**src/rtl/boolean_bit_compress_packer_top_macros.svh**
```systemverilog
// ----------------------------------------------------------------------------
// Boolean bit compress packer: assertion macros
// Shared concurrent assertion forms, clocked on clk and disabled in rst.
// ----------------------------------------------------------------------------
`ifndef BOOLEAN_BIT_COMPRESS_PACKER_TOP_MACROS_SVH
`define BOOLEAN_BIT_COMPRESS_PACKER_TOP_MACROS_SVH

// Same-cycle implication.
`define BBCP_ASSERT_IMPL(label, ante, cons) \
  label: assert property (@(posedge clk) disable iff (rst) (ante) |-> (cons)) \
    else $error("bbcp: same-cycle check failed");

// Next-cycle implication.
`define BBCP_ASSERT_NEXT(label, ante, cons) \
  label: assert property (@(posedge clk) disable iff (rst) (ante) |=> (cons)) \
    else $error("bbcp: next-cycle check failed");

`endif

```
**src/rtl/bbcp_pkg.sv**
```systemverilog
// ----------------------------------------------------------------------------
// Boolean bit compress packer: package
// Word widths and the word types passed between the parts of the packer.
// ----------------------------------------------------------------------------
package bbcp_pkg;

  localparam int WORD_BITS = 16;
  localparam int POS_W     = $clog2(WORD_BITS);
  localparam int CNT_W     = POS_W + 1;

  typedef struct packed {
    logic [WORD_BITS-1:0] mask_word;
    logic [WORD_BITS-1:0] source_word;
    logic                 last_word;
  } in_t;

  typedef struct packed {
    logic [WORD_BITS-1:0] packed_word;
    logic [CNT_W-1:0]     bit_count;
    logic                 final_result;
  } out_t;

  // Compacted word: selected bits gathered at the bottom, their count, end mark.
  typedef struct packed {
    logic [WORD_BITS-1:0] bits;
    logic [CNT_W-1:0]     count;
    logic                 last;
  } comp_t;

endpackage

```
**src/rtl/bbcp_front.sv**
```systemverilog
// ----------------------------------------------------------------------------
// Boolean bit compress packer: front end
// Accept an input word and gather its selected source bits to the bottom.
// ----------------------------------------------------------------------------
module bbcp_front (
  input  logic          item_valid,
  input  bbcp_pkg::in_t item,
  input  logic          q_full,
  output logic          item_stall,
  output logic          push,
  output bbcp_pkg::comp_t push_data
);
  import bbcp_pkg::*;

  logic [POS_W-1:0]     pos [WORD_BITS];
  logic [WORD_BITS-1:0] bits;

  // Destination of each source bit: number of selected bits below it.
  always_comb begin
    for (int i = 0; i < WORD_BITS; i++) begin
      pos[i] = POS_W'($countones(item.mask_word &
                                 ((WORD_BITS'(1) << i) - WORD_BITS'(1))));
    end
  end

  always_comb begin
    bits = '0;
    for (int i = 0; i < WORD_BITS; i++) begin
      if (item.mask_word[i] && item.source_word[i]) begin
        bits[pos[i]] = 1'b1;
      end
    end
  end

  assign item_stall      = q_full;
  assign push            = item_valid && !q_full;
  assign push_data.bits  = bits;
  assign push_data.count = CNT_W'($countones(item.mask_word));
  assign push_data.last  = item.last_word;

endmodule

```
**src/rtl/bbcp_queue.sv**
```systemverilog
// ----------------------------------------------------------------------------
// Boolean bit compress packer: decoupling queue
// Two-entry queue of compacted words between front and back end.
// ----------------------------------------------------------------------------
module bbcp_queue (
  input  logic            clk,
  input  logic            rst,
  input  logic            push,
  input  bbcp_pkg::comp_t push_data,
  input  logic            pop,
  output logic            q_valid,
  output bbcp_pkg::comp_t q_data,
  output logic            q_full
);
  import bbcp_pkg::*;

  comp_t       entries [2];
  logic        wr_ptr;
  logic        rd_ptr;
  logic [1:0]  count;

  always_ff @(posedge clk) begin
    if (rst) begin
      wr_ptr <= 1'b0;
      rd_ptr <= 1'b0;
      count  <= 2'd0;
    end else begin
      if (push) begin
        wr_ptr <= !wr_ptr;
      end
      if (pop) begin
        rd_ptr <= !rd_ptr;
      end
      count <= count + {1'b0, push} - {1'b0, pop};
    end
  end

  always_ff @(posedge clk) begin
    if (push) begin
      entries[wr_ptr] <= push_data;
    end
  end

  assign q_valid = (count != 2'd0);
  assign q_full  = (count == 2'd2);
  assign q_data  = entries[rd_ptr];

endmodule

```
**src/rtl/bbcp_back.sv**
```systemverilog
// ----------------------------------------------------------------------------
// Boolean bit compress packer: back end
// Append compacted bits to the pending word, emit full and flushed words.
// ----------------------------------------------------------------------------
`include "boolean_bit_compress_packer_top_macros.svh"

module bbcp_back (
  input  logic            clk,
  input  logic            rst,
  input  logic            q_valid,
  input  bbcp_pkg::comp_t q_data,
  output logic            pop,
  output logic            result_valid,
  input  logic            result_stall,
  output bbcp_pkg::out_t  result
);
  import bbcp_pkg::*;

  logic [WORD_BITS-1:0]   pending_bits;
  logic [POS_W-1:0]       pending_count;
  logic                   hold_valid;
  out_t                   hold;

  logic                   out_free;
  logic [2*WORD_BITS-1:0] combined;
  logic [CNT_W-1:0]       total;
  logic                   has_full;
  logic                   has_part;
  logic [POS_W-1:0]       rem_count;
  logic [WORD_BITS-1:0]   rem_bits;
  out_t                   r_full;
  out_t                   r_part;

  assign out_free = !result_valid || !result_stall;
  assign pop      = q_valid && out_free && !hold_valid;

  // Concatenate new bits above the pending ones.
  assign combined  = {{WORD_BITS{1'b0}}, pending_bits} |
                     ({{WORD_BITS{1'b0}}, q_data.bits} << pending_count);
  assign total     = {1'b0, pending_count} + q_data.count;
  assign has_full  = total[CNT_W-1];
  assign rem_count = total[POS_W-1:0];
  assign rem_bits  = has_full ? combined[2*WORD_BITS-1:WORD_BITS]
                              : combined[WORD_BITS-1:0];
  assign has_part  = q_data.last && (rem_count != '0);

  assign r_full.packed_word  = combined[WORD_BITS-1:0];
  assign r_full.bit_count    = CNT_W'(WORD_BITS);
  assign r_full.final_result = q_data.last && (rem_count == '0);
  assign r_part.packed_word  = rem_bits;
  assign r_part.bit_count    = {1'b0, rem_count};
  assign r_part.final_result = 1'b1;

  always_ff @(posedge clk) begin
    if (rst) begin
      pending_bits  <= '0;
      pending_count <= '0;
      result_valid  <= 1'b0;
      hold_valid    <= 1'b0;
    end else begin
      if (pop) begin
        // drop the pending word at the end of a vector
        pending_bits  <= q_data.last ? '0 : rem_bits;
        pending_count <= q_data.last ? '0 : rem_count;
      end
      if (hold_valid && out_free) begin
        result_valid <= 1'b1;
        hold_valid   <= 1'b0;
      end else if (pop) begin
        result_valid <= has_full || has_part;
        hold_valid   <= has_full && has_part;
      end else if (out_free) begin
        result_valid <= 1'b0;
      end
    end
  end

  always_ff @(posedge clk) begin
    if (hold_valid && out_free) begin
      result <= hold;
    end else if (pop) begin
      result <= has_full ? r_full : r_part;
      hold   <= r_part;
    end
  end

  `BBCP_ASSERT_IMPL(a_hold_behind_out, hold_valid, result_valid)
  `BBCP_ASSERT_IMPL(a_nonfinal_full, result_valid && !result.final_result,
                    result.bit_count == CNT_W'(WORD_BITS))
  `BBCP_ASSERT_IMPL(a_unused_zero, result_valid,
                    (result.packed_word >> result.bit_count) == '0)
  `BBCP_ASSERT_NEXT(a_hold_kept, hold_valid && result_stall, hold_valid)

endmodule

```
**src/rtl/boolean_bit_compress_packer_top.sv**
```systemverilog
// ----------------------------------------------------------------------------
// Boolean bit compress packer: top level
// Streams mask/source word pairs in and packed selected-bit words out.
// ----------------------------------------------------------------------------
// Each accepted word keeps the source bits whose mask bits are set, lowest
// first, and appends them to a packed bit stream; every completed 16-bit
// word is emitted with bit_count 16, and a word marked last_word also
// flushes the partial word (unused bits zero) with final_result set. A
// vector whose tail leaves nothing pending and completes no word ends with
// no result. One word is accepted per clock while the queue is not full; a
// result passes a queue entry, then the output register. A word that both
// completes a full word and flushes a partial one yields two results, and the
// single output register delivers them in turn, the second waiting in a hold
// register, so the back end takes no new word while it waits; the two-entry
// queue absorbs new words on the input side.
module boolean_bit_compress_packer_top (
  input  logic           clk,
  input  logic           rst,
  input  logic           item_valid,
  output logic           item_stall,
  input  bbcp_pkg::in_t  item,
  output logic           result_valid,
  input  logic           result_stall,
  output bbcp_pkg::out_t result
);
  import bbcp_pkg::*;

  logic  push;
  comp_t push_data;
  logic  pop;
  logic  q_valid;
  comp_t q_data;
  logic  q_full;

  // Compact the incoming word; stall only when the queue is full.
  bbcp_front u_front (
    .item_valid (item_valid),
    .item       (item),
    .q_full     (q_full),
    .item_stall (item_stall),
    .push       (push),
    .push_data  (push_data)
  );

  // Decouple compaction from packing so each side can stall on its own.
  bbcp_queue u_queue (
    .clk       (clk),
    .rst       (rst),
    .push      (push),
    .push_data (push_data),
    .pop       (pop),
    .q_valid   (q_valid),
    .q_data    (q_data),
    .q_full    (q_full)
  );

  // Pack into words, hold a second result while the first waits.
  bbcp_back u_back (
    .clk          (clk),
    .rst          (rst),
    .q_valid      (q_valid),
    .q_data       (q_data),
    .pop          (pop),
    .result_valid (result_valid),
    .result_stall (result_stall),
    .result       (result)
  );

endmodule

```
**config.mk**
```make
export PLATFORM = sky130hd
export DESIGN_NAME = boolean_bit_compress_packer_top
export DESIGN_NICKNAME = d
export VERILOG_FILES = /design/src/rtl/bbcp_pkg.sv /design/src/rtl/bbcp_front.sv /design/src/rtl/bbcp_queue.sv /design/src/rtl/bbcp_back.sv /design/src/rtl/boolean_bit_compress_packer_top.sv
export VERILOG_INCLUDE_DIRS = /design/src /design/src/rtl
export SDC_FILE = /design/constraint.sdc
export NUM_CORES = 1
export LEC_CHECK = 0
export ABC_AREA = 0
export BUFFER_PORTS_ARGS = -buffer_cell sky130_fd_sc_hd__buf_2
export CORE_MARGIN = 1.5
export CORE_UTILIZATION = 49
export CTS_CLUSTER_SIZE = 12
export DETAILED_ROUTE_END_ITERATION = 8
export PLACE_DENSITY = 0.7
export SLEW_MARGIN = 25
export SYNTH_ARGS = -nofsm -noshare
export SYNTH_HDL_FRONTEND = slang
export SYNTH_HIERARCHICAL = 1
export SYNTH_SLANG_ARGS = --single-unit
```
**constraint.sdc**
```tcl
create_clock -name clk -period 6.1 [get_ports clk]
set_input_delay 0.915 -clock clk [delete_from_list [all_inputs] [get_ports clk]]
set_output_delay 0.915 -clock clk [all_outputs]
set_load 0.02 [all_outputs]
```
**Word level (Yosys, flattened, before mapping)**

Memories as Yosys holds them, arrays and structs flattened. A register that Yosys moved wholly into a read port is not among the register bits.
Cells that the tools add are included.

- Register bits after elaboration: 68
- RAM bits: 44
- Bits of input ports: 37
- Output and inout port bits: 24
- Word-level logic and storage cells: 210
- Memories: 1

- Add/subtract/negate cells: 35
- Order comparisons: 30
- Eq/ne operators: 1
- Shift-type cells: 1
- Muxes and demuxes: 59
- Bitwise logic cells: 17
- Reductions and logical operators: 53

Memory list:

| name | depth | width | rd ports | clocked after Yosys merged registers in | write ports | line | RTL |
|---|---|---|---|---|---|---|---|
| u_queue.entries | 2 | 22 | 1 | 1 | 1 | bbcp_queue.sv:17 | `comp_t entries [2];` |

Operators with widths:

| operator | count |
|---|---|
| 2-to-1 mux 16 bit | 17 |
| OR 16 bit | 14 |
| less-than comparator 4 x 5 -> 1 bit, second input constant | 14 |
| 2-to-1 mux 22 bit | 3 |
| demux 1 bit (select 4 bit) | 14 |
| greater-or-equal comparator 4 x 1 -> 1 bit, second input constant | 14 |
| adder 4 bit | 10 |
| logical AND 1 bit | 38 |
| OR 16 x 32 -> 32 bit | 1 |
| left shift 16 x 4 -> 32 bit | 1 |
| adder 4 x 1 -> 4 bit | 7 |
| 2-to-1 mux 1 bit | 23 |
| adder 1 x 1 -> 2 bit | 8 |
| OR 16 x 2 -> 16 bit | 1 |
| adder 2 x 2 -> 3 bit | 4 |
| adder 3 x 3 -> 4 bit | 2 |
| zero test 1 bit | 6 |
| adder 4 x 4 -> 5 bit | 1 |
| adder 4 x 5 -> 5 bit | 1 |
| less-than comparator 1 x 5 -> 1 bit, second input constant | 1 |
| zero test 4 bit | 1 |
| 2-to-1 mux 4 bit | 1 |
| nonzero test 2 bit | 2 |
| nonzero test 4 bit | 1 |
| 10 further kinds | 11 |

**Logic depth before layout (Yosys ltp)**

Gate-level depths: netlist of the first run.

- Word-level depth: 34
- Mapped depth: 22
- Gate-level depth less buffers: 19

**Cells and area by module**

The synthesis of the first run kept the hierarchy.

Modules (own cells, without submodules):

| module | times used | cells each | area each (um2) | sequential area each (um2) |
|---|---|---|---|---|
| bbcp_front | 1 | 565 | 4,040.1 | 0.0 |
| bbcp_back | 1 | 366 | 3,647.2 | 1,701.6 |
| bbcp_queue | 1 | 89 | 1,810.5 | 1,421.4 |

**Worst setup path before layout of the first run**

Ideal clock, no wire load.

- Path kind: input -> register
- From: in item[17] (netlist name)
- To: mem u_queue/entries[0][18] (netlist name) (data pin)
- Library setup time: 0.278 ns
- Arrival time: 5.808 ns
- Data required time: 5.822 ns
- Slack: 0.015 ns
- Stages on the path: 21
- Buffers on the path: 2
- Cell sequence: inv_1 ha_1 inv_1 fa_1 inv_1 ha_1 buf_6 clkbuf_1 xor2_1 ha_1 a21oi_1 xor2_1 clkinv_1 ha_1 fa_1 xnor2_1 o32ai_1 a21oi_1 o221ai_1 a31o_2 or4_1

RTL lines:

| what | line | RTL |
|---|---|---|
| start: declaration | boolean_bit_compress_packer_top.sv:21 | `input bbcp_pkg::in_t item,` |
| end: declaration | bbcp_queue.sv:17 |  |

==> summary.txt, run 1 <==
Status = finished, final reports clean
Worst Setup Start Kind = primary input
Worst slew margin = 34.1%
Hold Startpoint = u_back/pending_bits[14]
Avg Cell Area, Syn = 9.31 um2
Mapped Cells = 1020
Max Cap Viol = 0
Pleak = 4.09 nW
GR Util met3 = 5.15%
Area leader, netlist = edfxtp_1
Data arrival, critical path = 5.67 ns
Cts hold-fix bufs = 0
Initial drt markers = 1009
Vias per cell = 6.41
Met1 Track Usage GR = 44.2%
Most common library cell in the layout ignoring fill and taps = nor2_1
H-tree lvl count = 4
Postcts setup bufs = 0
GP Congestion = 0.943
Port Buffers = 60
Synth Net Count = 1130
Nets = 1187
Mapped cell area = 9500 um2
Post-DR wirelength/cell = 20.8 um
Fin Setup TNS = 0 ns
Gr ovfl total = 0
CTS Buffer Depth = 2
Min Tclk post-route = 5.60 ns
# rows = 50
Worst Path Required = 6.17 ns
Root Driver = clkbuf_16
Drt drc = 0
Worst Tran Pin Value = 0.985 ns
Worst-Skew Late Latency = 0.41 ns
Via count = 8652
Fillers = 1660
CTS tree = built
Die Area = 20200 um2
Synth Flop Type = edfxtp_1
Chip width = 142 um
Synth top area share = 27.2%
Total GRT Usage = 28.6%
Setup CP Type = in2reg
Top cells by area, synth = edfxtp_1 27%, ha_1 6.7%, dfxtp_1 5.7%, fa_1 4.6%, mux2_2 4.1%
Final wirelength = 28.1 mm
DRT Pass-1 Iters = 7
IO Pins = 61
Initial antenna violation count = 0
Final worst-path cycle share = 91.8%
Highest clock rate = 0.179 GHz
Global-route wire length before repair = 44.4 mm
Most frequent cells in the layout = 97 x nor2_1, 86 x edfxtp_1, 83 x nand2_1
CP Capture Type = register
Largest net degree at the start of global routing = 42
Clock sinks = 113
Antenna diode count = 0
Final Power = 6.03 mW
Final hold vios = 0
Initial Util = 50.4%
Post-synthesis cell type count = 85
Yosys warnings = 6
Post-synth EDFFs = 86
Core ar. = 18800 um2
Clk pin slew, worst setup/hold paths = 0.05 ns
Post-route ant nets = 0
Reg2reg start = u_back/pending_count[1]
Worst-path fanout max = 10
Hold Path Class = reg2reg
Clock skew = 0.00668 ns
RSZ-0062 raised after global routing = no
Die Ht = 142 um
Num CTS Buffers = 17
Layout cells sized above 1 = 15.8%
GR peak layer = met1
PD cells = 562 nW/um2
Sequential share of the synthesized area = 32.9%
Setup Viol. Count Final = 0
M2 GR Usage = 41.5%
Seq cells post-synth = 113
DP HPWL = 21.5 mm
Pins Over Slew Limit = 0
Worst Setup SP = item[17]
Async SR Flop Fraction = 0%
Post-CTS Resized = 0
Area delta synth->final = 12.9%
Vias in the first global route = 7830
Peak supply drop = 251 uV
-- flip-flops by register name (all words and copies together), names as in the netlist, 2 cells and up, named ones only --
| name | count |
|---|---|
| u_back/hold | 20 |
| u_back/pending_bits | 16 |
| u_back/pending_count | 4 |
| u_back/result | 22 |
| u_queue/count | 2 |
| u_queue/entries | 44 |
-- metrics by stage --
step / area, um2 / setup WS [ns] / std cells / hold WS (ns) / util [%]
6_report: 10700 / 0.500 / 1350 / 0.471 / 57.0
5_1_grt: 10700 / 0.188 / 1350 / 0.500 / 57.0
4_1_cts: 10700 / 0.602 / 1349 / 0.468 / 56.9
3_5_place_dp: 10100 / 0.191 / 1317 / 0.454 / 53.5
3_3_place_gp: 10100 / 0.323 / 1317 / 0.445 / 53.5
2_1_floorplan: 9500 / 0.0147 / 1020 / 0.433 / -
-- layout make-up --
type,instances,area (um2),share of cell area (%)
inverter,64,243,2.26
timing repair buffer,88,514,4.79
clock inverter,12,188,1.75
clock buffer,20,447,4.16
multi-input combinational,793,5890,54.9
tap,260,325,3.03
sequential,113,3120,29.1
-- layer usage --
metal / share of wire [%] / up-vias
met5: 0 / -
met4: 1.4 / 0
met3: 8.9 / 33
met2: 43 / 439
met1: 47 / 4141
li1: - / 4039
-- power breakdown --
part	leakage, nW	internal (mW)	switching, mW
combinational	2.74	1.27	2.28
sequential	1.04	1.34	0.0835
clock	0.307	0.729	0.326
-- cells in the mapped netlist, drive strengths merged (12+ instances only) --
cell type and number:
o32ai 15, a221oi 12, nand4b 16, nor3 50
dfxtp 27, buf 33, xor2 13, mux2i 25
ha 51, o21ai 33, fa 22, mux2 35
xnor2 17, clkbuf 17, o221ai 17, nor2 97
nand2 83, nor4 12, nand4 22, a21oi 59
inv 61, nand3 25, edfxtp 86
-- worst paths after layout --
kind | endpoint | slack [ns] | cells past startpoint
setup / recovery | u_queue/entries[0][8] | 0.50 | 19
hold / removal | u_back/pending_bits[14] | 0.47 | 2
setup reg to reg | u_back/pending_bits[6] | 2.58 | 10
hold reg to reg | u_back/pending_bits[14] | 0.47 | 2
-- kinds of logic after synthesis --
family                   count (synthesis)  share of synthesized area [%]
buffers and inverters                  114                           5.30
AO/OA/AOI/OAI                          249                           18.6
flip-flops                             113                           32.9
adder cells (fa/ha/maj)                 75                           11.6
multiplexers                            67                           8.52
AND/OR/NAND/NOR                        371                           19.8
XOR/XNOR                                31                           3.28
-- critical path: stages --
cell	delay, ns
buf_2	0.16
inv_1	0.06
ha_1	0.31
inv_1	0.06
fa_1	0.59
inv_1	0.17
ha_1	0.26
ha_1	0.18
a21oi_1	0.14
xor2_1	0.24
clkinv_1	0.15
buf_4	0.21
ha_1	0.37
xor2_1	0.44
nor2_1	0.19
a221oi_1	0.34
o2bb2ai_1	0.19
nor4_1	0.37
o311ai_0	0.32
Power figures use the tool's default switching activity.
==> run 2, diff against run 1 <==
--- a/config.mk
+++ b/config.mk
@@ -16,5 +16,4 @@
 export SLEW_MARGIN = 25
 export SYNTH_ARGS = -nofsm -noshare
 export SYNTH_HDL_FRONTEND = slang
-export SYNTH_HIERARCHICAL = 1
 export SYNTH_SLANG_ARGS = --single-unit
==> run 2 against run 1 <==
Against the previous run: total power fell by 1.2%; synthesized area fell by 3.1%; maximum frequency fell by 3.5%; combinational power fell by 1%; critical path depth fell by 1; die area fell by 3.0%; critical path type unchanged; critical endpoint is now u_queue.entries[1][7]; largest cell class unchanged; largest power group unchanged; highest routed layer unchanged.
==> summary.txt, run 2 <==
Min Tclk post-route = 5.80 ns (+0.203 ns)
CTS tree = built
DP HPWL = 22.5 mm (+4.4%)
Mapped cell area = 9200 um2 (-3.1%)
Global-route wire length before repair = 44.9 mm (+0.95%)
CP cell instances = buf_2 > inv_1 > ha_1 > inv_1 > fa_1 > inv_1 > fa_1 > ha_1 > fa_1 > fa_1 > and4b_1 > and2_1 > a2111oi_1 > buf_4 > o22ai_1 > a2111oi_0 > buf_4 > nand4_1
Initial Util = 50.5% (+0.10 points)
Post-DR wirelength/cell = 21.3 um (+2.6%)
Top-count cell post-synth = nand2_1
Drt drc = 0 (unchanged)
Clk pwr share = 17.0% (-0.5 points)
Clk pin slew, worst setup/hold paths = 0.05 ns (about the same)
Synth cell count leaders = 92 x nand2_1, 91 x nor2_1, 86 x edfxtp_1, 57 x a21oi_1, 51 x inv_1
Most frequent cells in the layout = 92 x nand2_1, 90 x nor2_1, 86 x edfxtp_1
Async SR Flop Fraction = 0% (unchanged)
Post-synth EDFFs = 86 (unchanged)
Max Cap Viol = 0 (unchanged)
Seq cells post-synth = 113 (unchanged)
Area leader, netlist = edfxtp_1
Net switching power = 2.62 mW (-2.6%)
Worst R2R End = u_back.hold[17]
Yosys warnings = 0 (-6)
Post-synthesis cell type count = 77 (-9.4%)
Final Power = 5.96 mW (-1.2%)
CP max stage delay = 0.56 ns (-0.03 ns)
Data arrival, critical path = 5.93 ns (+0.26 ns)
Synth top area share = 28.1% (+0.87 points)
Largest reg by FF count = u_queue.entries
Fillers = 1601 (-3.6%)
Hold Startpoint = u_back.pending_bits[0]
Slowest cell on crit path = fa_1
Hold Crit Endpoint = u_back.pending_bits[0]
Die Ht = 140 um (-1.5%)
Final wirelength = 28.4 mm (+1.3%)
Switching Fraction = 44.0% (-0.64 points)
# rows = 49 (-2.0%)
Synth Flop Type = edfxtp_1
Chip width = 140 um (-1.5%)
Hold Path Stages = 2 (unchanged)
Clock skew = 0.00757 ns (+0.000896 ns)
Total GRT Usage = 29.6% (+0.97 points)
Worst-path fanout max = 5 (-5)
Initial antenna violation count = 0 (unchanged)
Avg Cell Area, Syn = 9.21 um2 (-1.1%)
Die Area = 19600 um2 (-3.0%)
GP Congestion = 1.00 (+6.4%)
H-tree lvl count = 4 (unchanged)
Sequential share of the synthesized area = 33.9% (+1.1 points)
Setup CP Type = in2reg
Hold Path Class = reg2reg
Layout cells sized above 1 = 16.9% (+1.1 points)
P_int = 3.34 mW (about the same)
DRT Pass-1 Iters = 7 (unchanged)
Root Driver = clkbuf_16
R2r setup slk = 2.73 ns (+0.15 ns)
Most common library cell in the layout ignoring fill and taps = nand2_1
Logic pwr share = 58.9% (about the same)
Nets = 1182 (-0.42%)
R2R depth = 10 (unchanged)
Max FFs per register = 44 (unchanged)
Peak supply drop = 282 uV (+12%)
Worst Path Required = 6.23 ns (+0.06 ns)
Pins Over Slew Limit = 0 (unchanged)
Final worst-path cycle share = 95.1% (+3.3 points)
Top cells by area, synth = edfxtp_1 28%, dfxtp_1 5.9%, ha_1 4.8%, fa_1 4.4%, nand2_1 3.8%
Final hold vios = 0 (unchanged)
Pleak = 4.17 nW (+1.8%)
Post-CTS Resized = 0 (unchanged)
Initial drt markers = 1072 (+6.2%)
Synth Net Count = 1091 (-3.5%)
Gr ovfl total = 0 (unchanged)
Worst slew margin = 29.4% (-4.7 points)
Postcts setup bufs = 0 (unchanged)
CTS Buffer Depth = 2 (unchanged)
Mapped Cells = 999 (-2.1%)
Post-route ant nets = 0 (unchanged)
Worst-Skew Late Latency = 0.41 ns (about the same)
Vias per cell = 6.49 (+1.3%)
Highest clock rate = 0.172 GHz (-3.5%)
Num CTS Buffers = 17 (unchanged)
Fin Setup TNS = 0 ns (unchanged)
Via count = 8648 (-0.046%)
CP Capture Type = register
Vias in the first global route = 8219 (+5.0%)
RSZ-0062 raised after global routing = no
IO Pins = 61 (unchanged)
PD cells = 560 nW/um2 (-0.30%)
Antenna diode count = 0 (unchanged)
Area delta synth->final = 15.5%
Worst Setup Start Kind = primary input
Port Buffers = 60 (unchanged)
Fraction of power consumed by sequential logic = 24.1% (+0.5 points)
Largest net degree at the start of global routing = 36 (-14%)
Crit-path most repeated cell = fa_1
Clock sinks = 113 (unchanged)
Status = finished, final reports clean
Core ar. = 18200 um2 (-3.3%)
Largest regs = u_queue.entries (44), u_back.result (22), u_back.hold (20)
Worst Tran Pin Value = 1.05 ns (+0.0700 ns)
Setup Viol. Count Final = 0 (unchanged)
Cts hold-fix bufs = 0 (unchanged)
-- run 2: layout make-up --
type	instances	area, um2	area share (%)
tap	229	287	2.69
clock buffer	20	447	4.20
sequential	113	3120	29.4
inverter	55	206	1.94
timing repair buffer	117	728	6.85
multi-input combinational	786	5680	53.4
clock inverter	12	164	1.54
-- run 2: how the worst max path moves through the flow --
stage	startpoint	slack, ns	to
detailed placement	item[17]	-0.06	u_queue.entries[1][7]
CTS	item[17]	0.36	u_queue.entries[1][7]
global route	item[17]	0.01	u_queue.entries[1][7]
finish	item[17]	0.30	u_queue.entries[1][7]
global placement	item[17]	0.11	u_queue.entries[0][7]
floorplan	item[17]	0.16	u_queue.entries[0][10]
-- run 2: cells by family after synthesis --
kind of cell / count (synthesis) / synth area share [%]
compound gates: 277 / 20.9
mux: 58 / 9.08
flops: 113 / 33.9
xor+xnor: 21 / 2.00
fa+ha+maj: 55 / 9.11
buf+inv: 100 / 4.49
simple gates: 375 / 20.5
-- run 2: worst max-delay path: cells and delay by family --
kind                     cells  cell delay [ns]
buffers and inverters        6             0.70
adder cells (fa/ha/maj)      6             2.79
AND/OR/NAND/NOR              3             0.57
AO/OA/AOI/OAI                3             0.95
-- run 2: metrics by stage --
stage                     hold slack (ns)  worst slack (ns)  std cells  utilization, %  cell area, um2
final                               0.473             0.297       1332            58.4           10600
after global routing                0.509            0.0135       1332            58.4           10600
after CTS                           0.471             0.355       1332            58.4           10600
after detailed placement            0.454           -0.0589       1300            55.0           10000
after global placement              0.445             0.110       1300            55.0           10000
after floorplan                     0.426             0.161        999               -            9200
-- run 2: routing by layer --
metal | vias to the layer above | part of all wire (%) | GRT usage (%)
met5 | - | 0 | 0
met4 | 0 | 6.8 | 19.2
met3 | 116 | 6.2 | 4.55
met2 | 434 | 46 | 48.5
met1 | 4050 | 41 | 36.4
li1 | 4048 | - | -
-- run 2: power by group through the flow --
stage,Combinational (mW),Clock (mW),Sequential (mW)
floorplan,2.30,0,1.54
global placement,3.41,0,1.44
CTS,3.45,1.03,1.44
global route,3.82,1.06,1.46
detailed placement,3.43,0,1.45
finish,3.51,1.01,1.44
==> run 3, diff against run 2 <==
--- a/config.mk
+++ b/config.mk
@@ -8,11 +8,14 @@
 export LEC_CHECK = 0
 export ABC_AREA = 0
 export BUFFER_PORTS_ARGS = -buffer_cell sky130_fd_sc_hd__buf_2
+export CELL_PAD_IN_SITES_DETAIL_PLACEMENT = 0
+export CELL_PAD_IN_SITES_GLOBAL_PLACEMENT = 2
 export CORE_MARGIN = 1.5
-export CORE_UTILIZATION = 49
+export CORE_UTILIZATION = 36
 export CTS_CLUSTER_SIZE = 12
 export DETAILED_ROUTE_END_ITERATION = 8
-export PLACE_DENSITY = 0.7
+export GPL_ROUTABILITY_DRIVEN = 0
+export PLACE_DENSITY = 0.79
 export SLEW_MARGIN = 25
 export SYNTH_ARGS = -nofsm -noshare
 export SYNTH_HDL_FRONTEND = slang
==> run 3 against run 2 <==
Against the previous run: register-to-register slack worse by 0.08 ns; setup slack worse by 0.025 ns; via count is 1.9% lower; critical path type unchanged; worst hold slack worse by 0.0080 ns; flip-flop and latch count stayed put; final area is 0.73% higher.
==> summary.txt, run 3 (synthesized netlist as in run 2, its figures left out) <==
Post-DR wirelength/cell = 20.9 um (-1.9%)
Pleak = 4.12 nW (-1.2%)
Logic pwr share = 58.4% (-0.5 points)
Most frequent cells in the layout = 92 x nand2_1, 89 x nor2_1, 86 x edfxtp_1
Worst R2R End = u_back.hold[17]
H-tree lvl count = 4 (unchanged)
Drt drc = 0 (unchanged)
Layout cells sized above 1 = 16.5% (-0.32 points)
Fillers = 2512 (+57%)
Area delta synth->final = 16.4%
Nets = 1173 (-0.76%)
# rows = 58 (+18%)
Highest clock rate = 0.172 GHz (-0.44%)
Pins Over Slew Limit = 0 (unchanged)
CP Capture Type = register
Hold Path Class = reg2reg
Die Ht = 163 um (+16%)
Vias in the first global route = 8231 (+0.15%)
IO Pins = 61 (unchanged)
Crit-path most repeated cell = inv_1
P_int = 3.29 mW (-1.5%)
Final worst-path cycle share = 95.6% (+0.42 points)
Antenna diode count = 0 (unchanged)
Core ar. = 25100 um2 (+38%)
Fraction of power consumed by sequential logic = 24.2% (about the same)
Data arrival, critical path = 5.95 ns (+0.02 ns)
Gr ovfl total = 0 (unchanged)
DRT Pass-1 Iters = 8 (+1)
Placed instance area = 10100 um2 (+0.61%)
Clock sinks = 113 (unchanged)
Final hold vios = 0 (unchanged)
Cts hold-fix bufs = 0 (unchanged)
Register Area = 3120 um2 (unchanged)
Worst Path Required = 6.22 ns (about the same)
Max Cap Viol = 0 (unchanged)
End point of the critical path = u_queue.entries[0][7]
Most common library cell in the layout ignoring fill and taps = nand2_1
Total GRT Usage = 22.6% (-6.9 points)
Clk pin slew, worst setup/hold paths = 0.06 ns (about the same)
Num CTS Buffers = 17 (unchanged)
Via count = 8484 (-1.9%)
RSZ-0062 raised after global routing = no
Root Driver = clkbuf_16
Final Power = 5.93 mW (-0.45%)
Largest net degree at the start of global routing = 36 (unchanged)
Placed Cells incl. Taps = 1392 (+7.1%)
Crit-path leading delay family = adder cells
Setup Viol. Count Final = 0 (unchanged)
CTS Buffer Depth = 2 (unchanged)
Net switching power = 2.64 mW (+0.93%)
Design area = 10700 um2 (+0.73%)
Chip width = 163 um (+16%)
Clock skew = 0.0117 ns (+0.00414 ns)
Status = finished, final reports clean
Worst Setup SP = item[17]
Switching Fraction = 44.6% (+0.61 points)
Largest reg by FF count = u_queue.entries
Final wirelength = 29.8 mm (+4.9%)
Initial drt markers = 943 (-12%)
Port Buffers = 60 (unchanged)
CTS tree = built
DP HPWL = 23.5 mm (+4.5%)
Min Tclk post-route = 5.83 ns (+0.0254 ns)
Worst Tran Pin Value = 0.956 ns (-0.0990 ns)
PD cells = 554 nW/um2 (-1.2%)
Post-route ant nets = 0 (unchanged)
Worst slew margin = 35.9% (+6.4 points)
Worst-path fanout max = 12 (+7)
Vias per cell = 5.96 (-8.2%)
WP buf/inv = 8 (+2)
Max FFs per register = 44 (unchanged)
Initial Util = 36.7% (-14 points)
Largest regs = u_queue.entries (44), u_back.result (22), u_back.hold (20)
WP depth = 19 (+1)
Worst-Skew Late Latency = 0.41 ns (about the same)
R2R depth = 9 (-1)
R2r setup slk = 2.65 ns (-0.08 ns)
CP cell instances = buf_2 > inv_1 > ha_1 > inv_1 > fa_1 > inv_1 > fa_1 > ha_1 > ha_1 > buf_4 > inv_1 > fa_1 > and4_1 > a2111oi_1 > buf_4 > o22ai_1 > a2111oi_1 > buf_4 > nand4_1
Setup CP Type = in2reg
Peak supply drop = 276 uV (-2.1%)
Slowest cell on crit path = a2111oi_1
Initial antenna violation count = 0 (unchanged)
Area of the multi-input gates = 5690 um2 (+0.18%)
Post-Layout Cell Count = 1424 (+6.9%)
Clk pwr share = 17.4% (+0.4 points)
Fin Setup TNS = 0 ns (unchanged)
CP max stage delay = 0.55 ns (about the same)
Worst Setup Start Kind = primary input
Die Area = 26500 um2 (+35%)
Global-route wire length before repair = 45.8 mm (+2.2%)
run 3: per-layer routing:
metal / track usage (%) / share of wire, % / vias up / routed length, um
met5: 0 / 0 / - / 0
met4: 10.8 / 4.2 / 0 / 1240
met3: 4.20 / 6.5 / 81 / 1950
met2: 38.2 / 48 / 368 / 14200
met1: 27.8 / 42 / 4012 / 12400
li1: - / - / 4023 / -
run 3: power groups by stage:
| stage | Sequential (mW) | Combinational [mW] | Clock, mW |
|---|---|---|---|
| 6_report | 1.44 | 3.46 | 1.03 |
| 5_1_grt | 1.47 | 3.79 | 1.08 |
| 4_1_cts | 1.45 | 3.43 | 1.05 |
| 3_5_place_dp | 1.46 | 3.41 | 0 |
| 3_3_place_gp | 1.44 | 3.40 | 0 |
| 2_1_floorplan | 1.54 | 2.30 | 0 |
run 3: stage by stage:
| step | hold slack (ns) | util [%] | worst slack [ns] |
|---|---|---|---|
| global route | 0.495 | 42.7 | 0.0365 |
| CTS | 0.471 | 42.6 | 0.180 |
| global placement | 0.443 | 40.1 | -0.218 |
| finish | 0.465 | 42.7 | 0.271 |
| floorplan | 0.426 | - | 0.161 |
| detailed placement | 0.452 | 40.1 | -0.236 |
run 3: timing repair:
action,4_1_cts,5_1_grt
buffers inserted,0,0
resized for setup,0,2
endpoints found under the setup margin,0,2
run 3: area by class of cell:
| cell class | instances | share of cell area (%) |
|---|---|---|
| clock inverters | 14 | 1.78 |
| flip-flops and latches | 113 | 29.2 |
| clock buffers | 18 | 4.01 |
| multi-input cells | 786 | 53.1 |
| well taps | 330 | 3.86 |
| inverters | 55 | 1.93 |
| repair buffers | 108 | 6.17 |
run 3: worst reg2reg max path, stage by stage (launching register included):
cell	delay, ns
dfxtp_1	0.38
buf_4	0.39
mux2_2	0.47
fa_1	0.44
nand3_1	0.11
a21oi_1	0.11
o21ai_1	0.77
nor2_1	0.12
a31oi_1	0.21
o311ai_0	0.17
run 3: worst min path at each step:
stage / start / end / cells after the start
finish: u_back.pending_bits[7] / u_back.pending_bits[7] / 2
global route: u_back.pending_bits[8] / u_back.pending_bits[8] / 2
CTS: u_back.pending_bits[0] / u_back.pending_bits[0] / 2
detailed placement: u_back.pending_bits[0] / u_back.pending_bits[0] / 2
global placement: u_back.pending_bits[7] / u_back.pending_bits[7] / 2
floorplan: u_back.pending_bits[0] / u_back.pending_bits[0] / 2
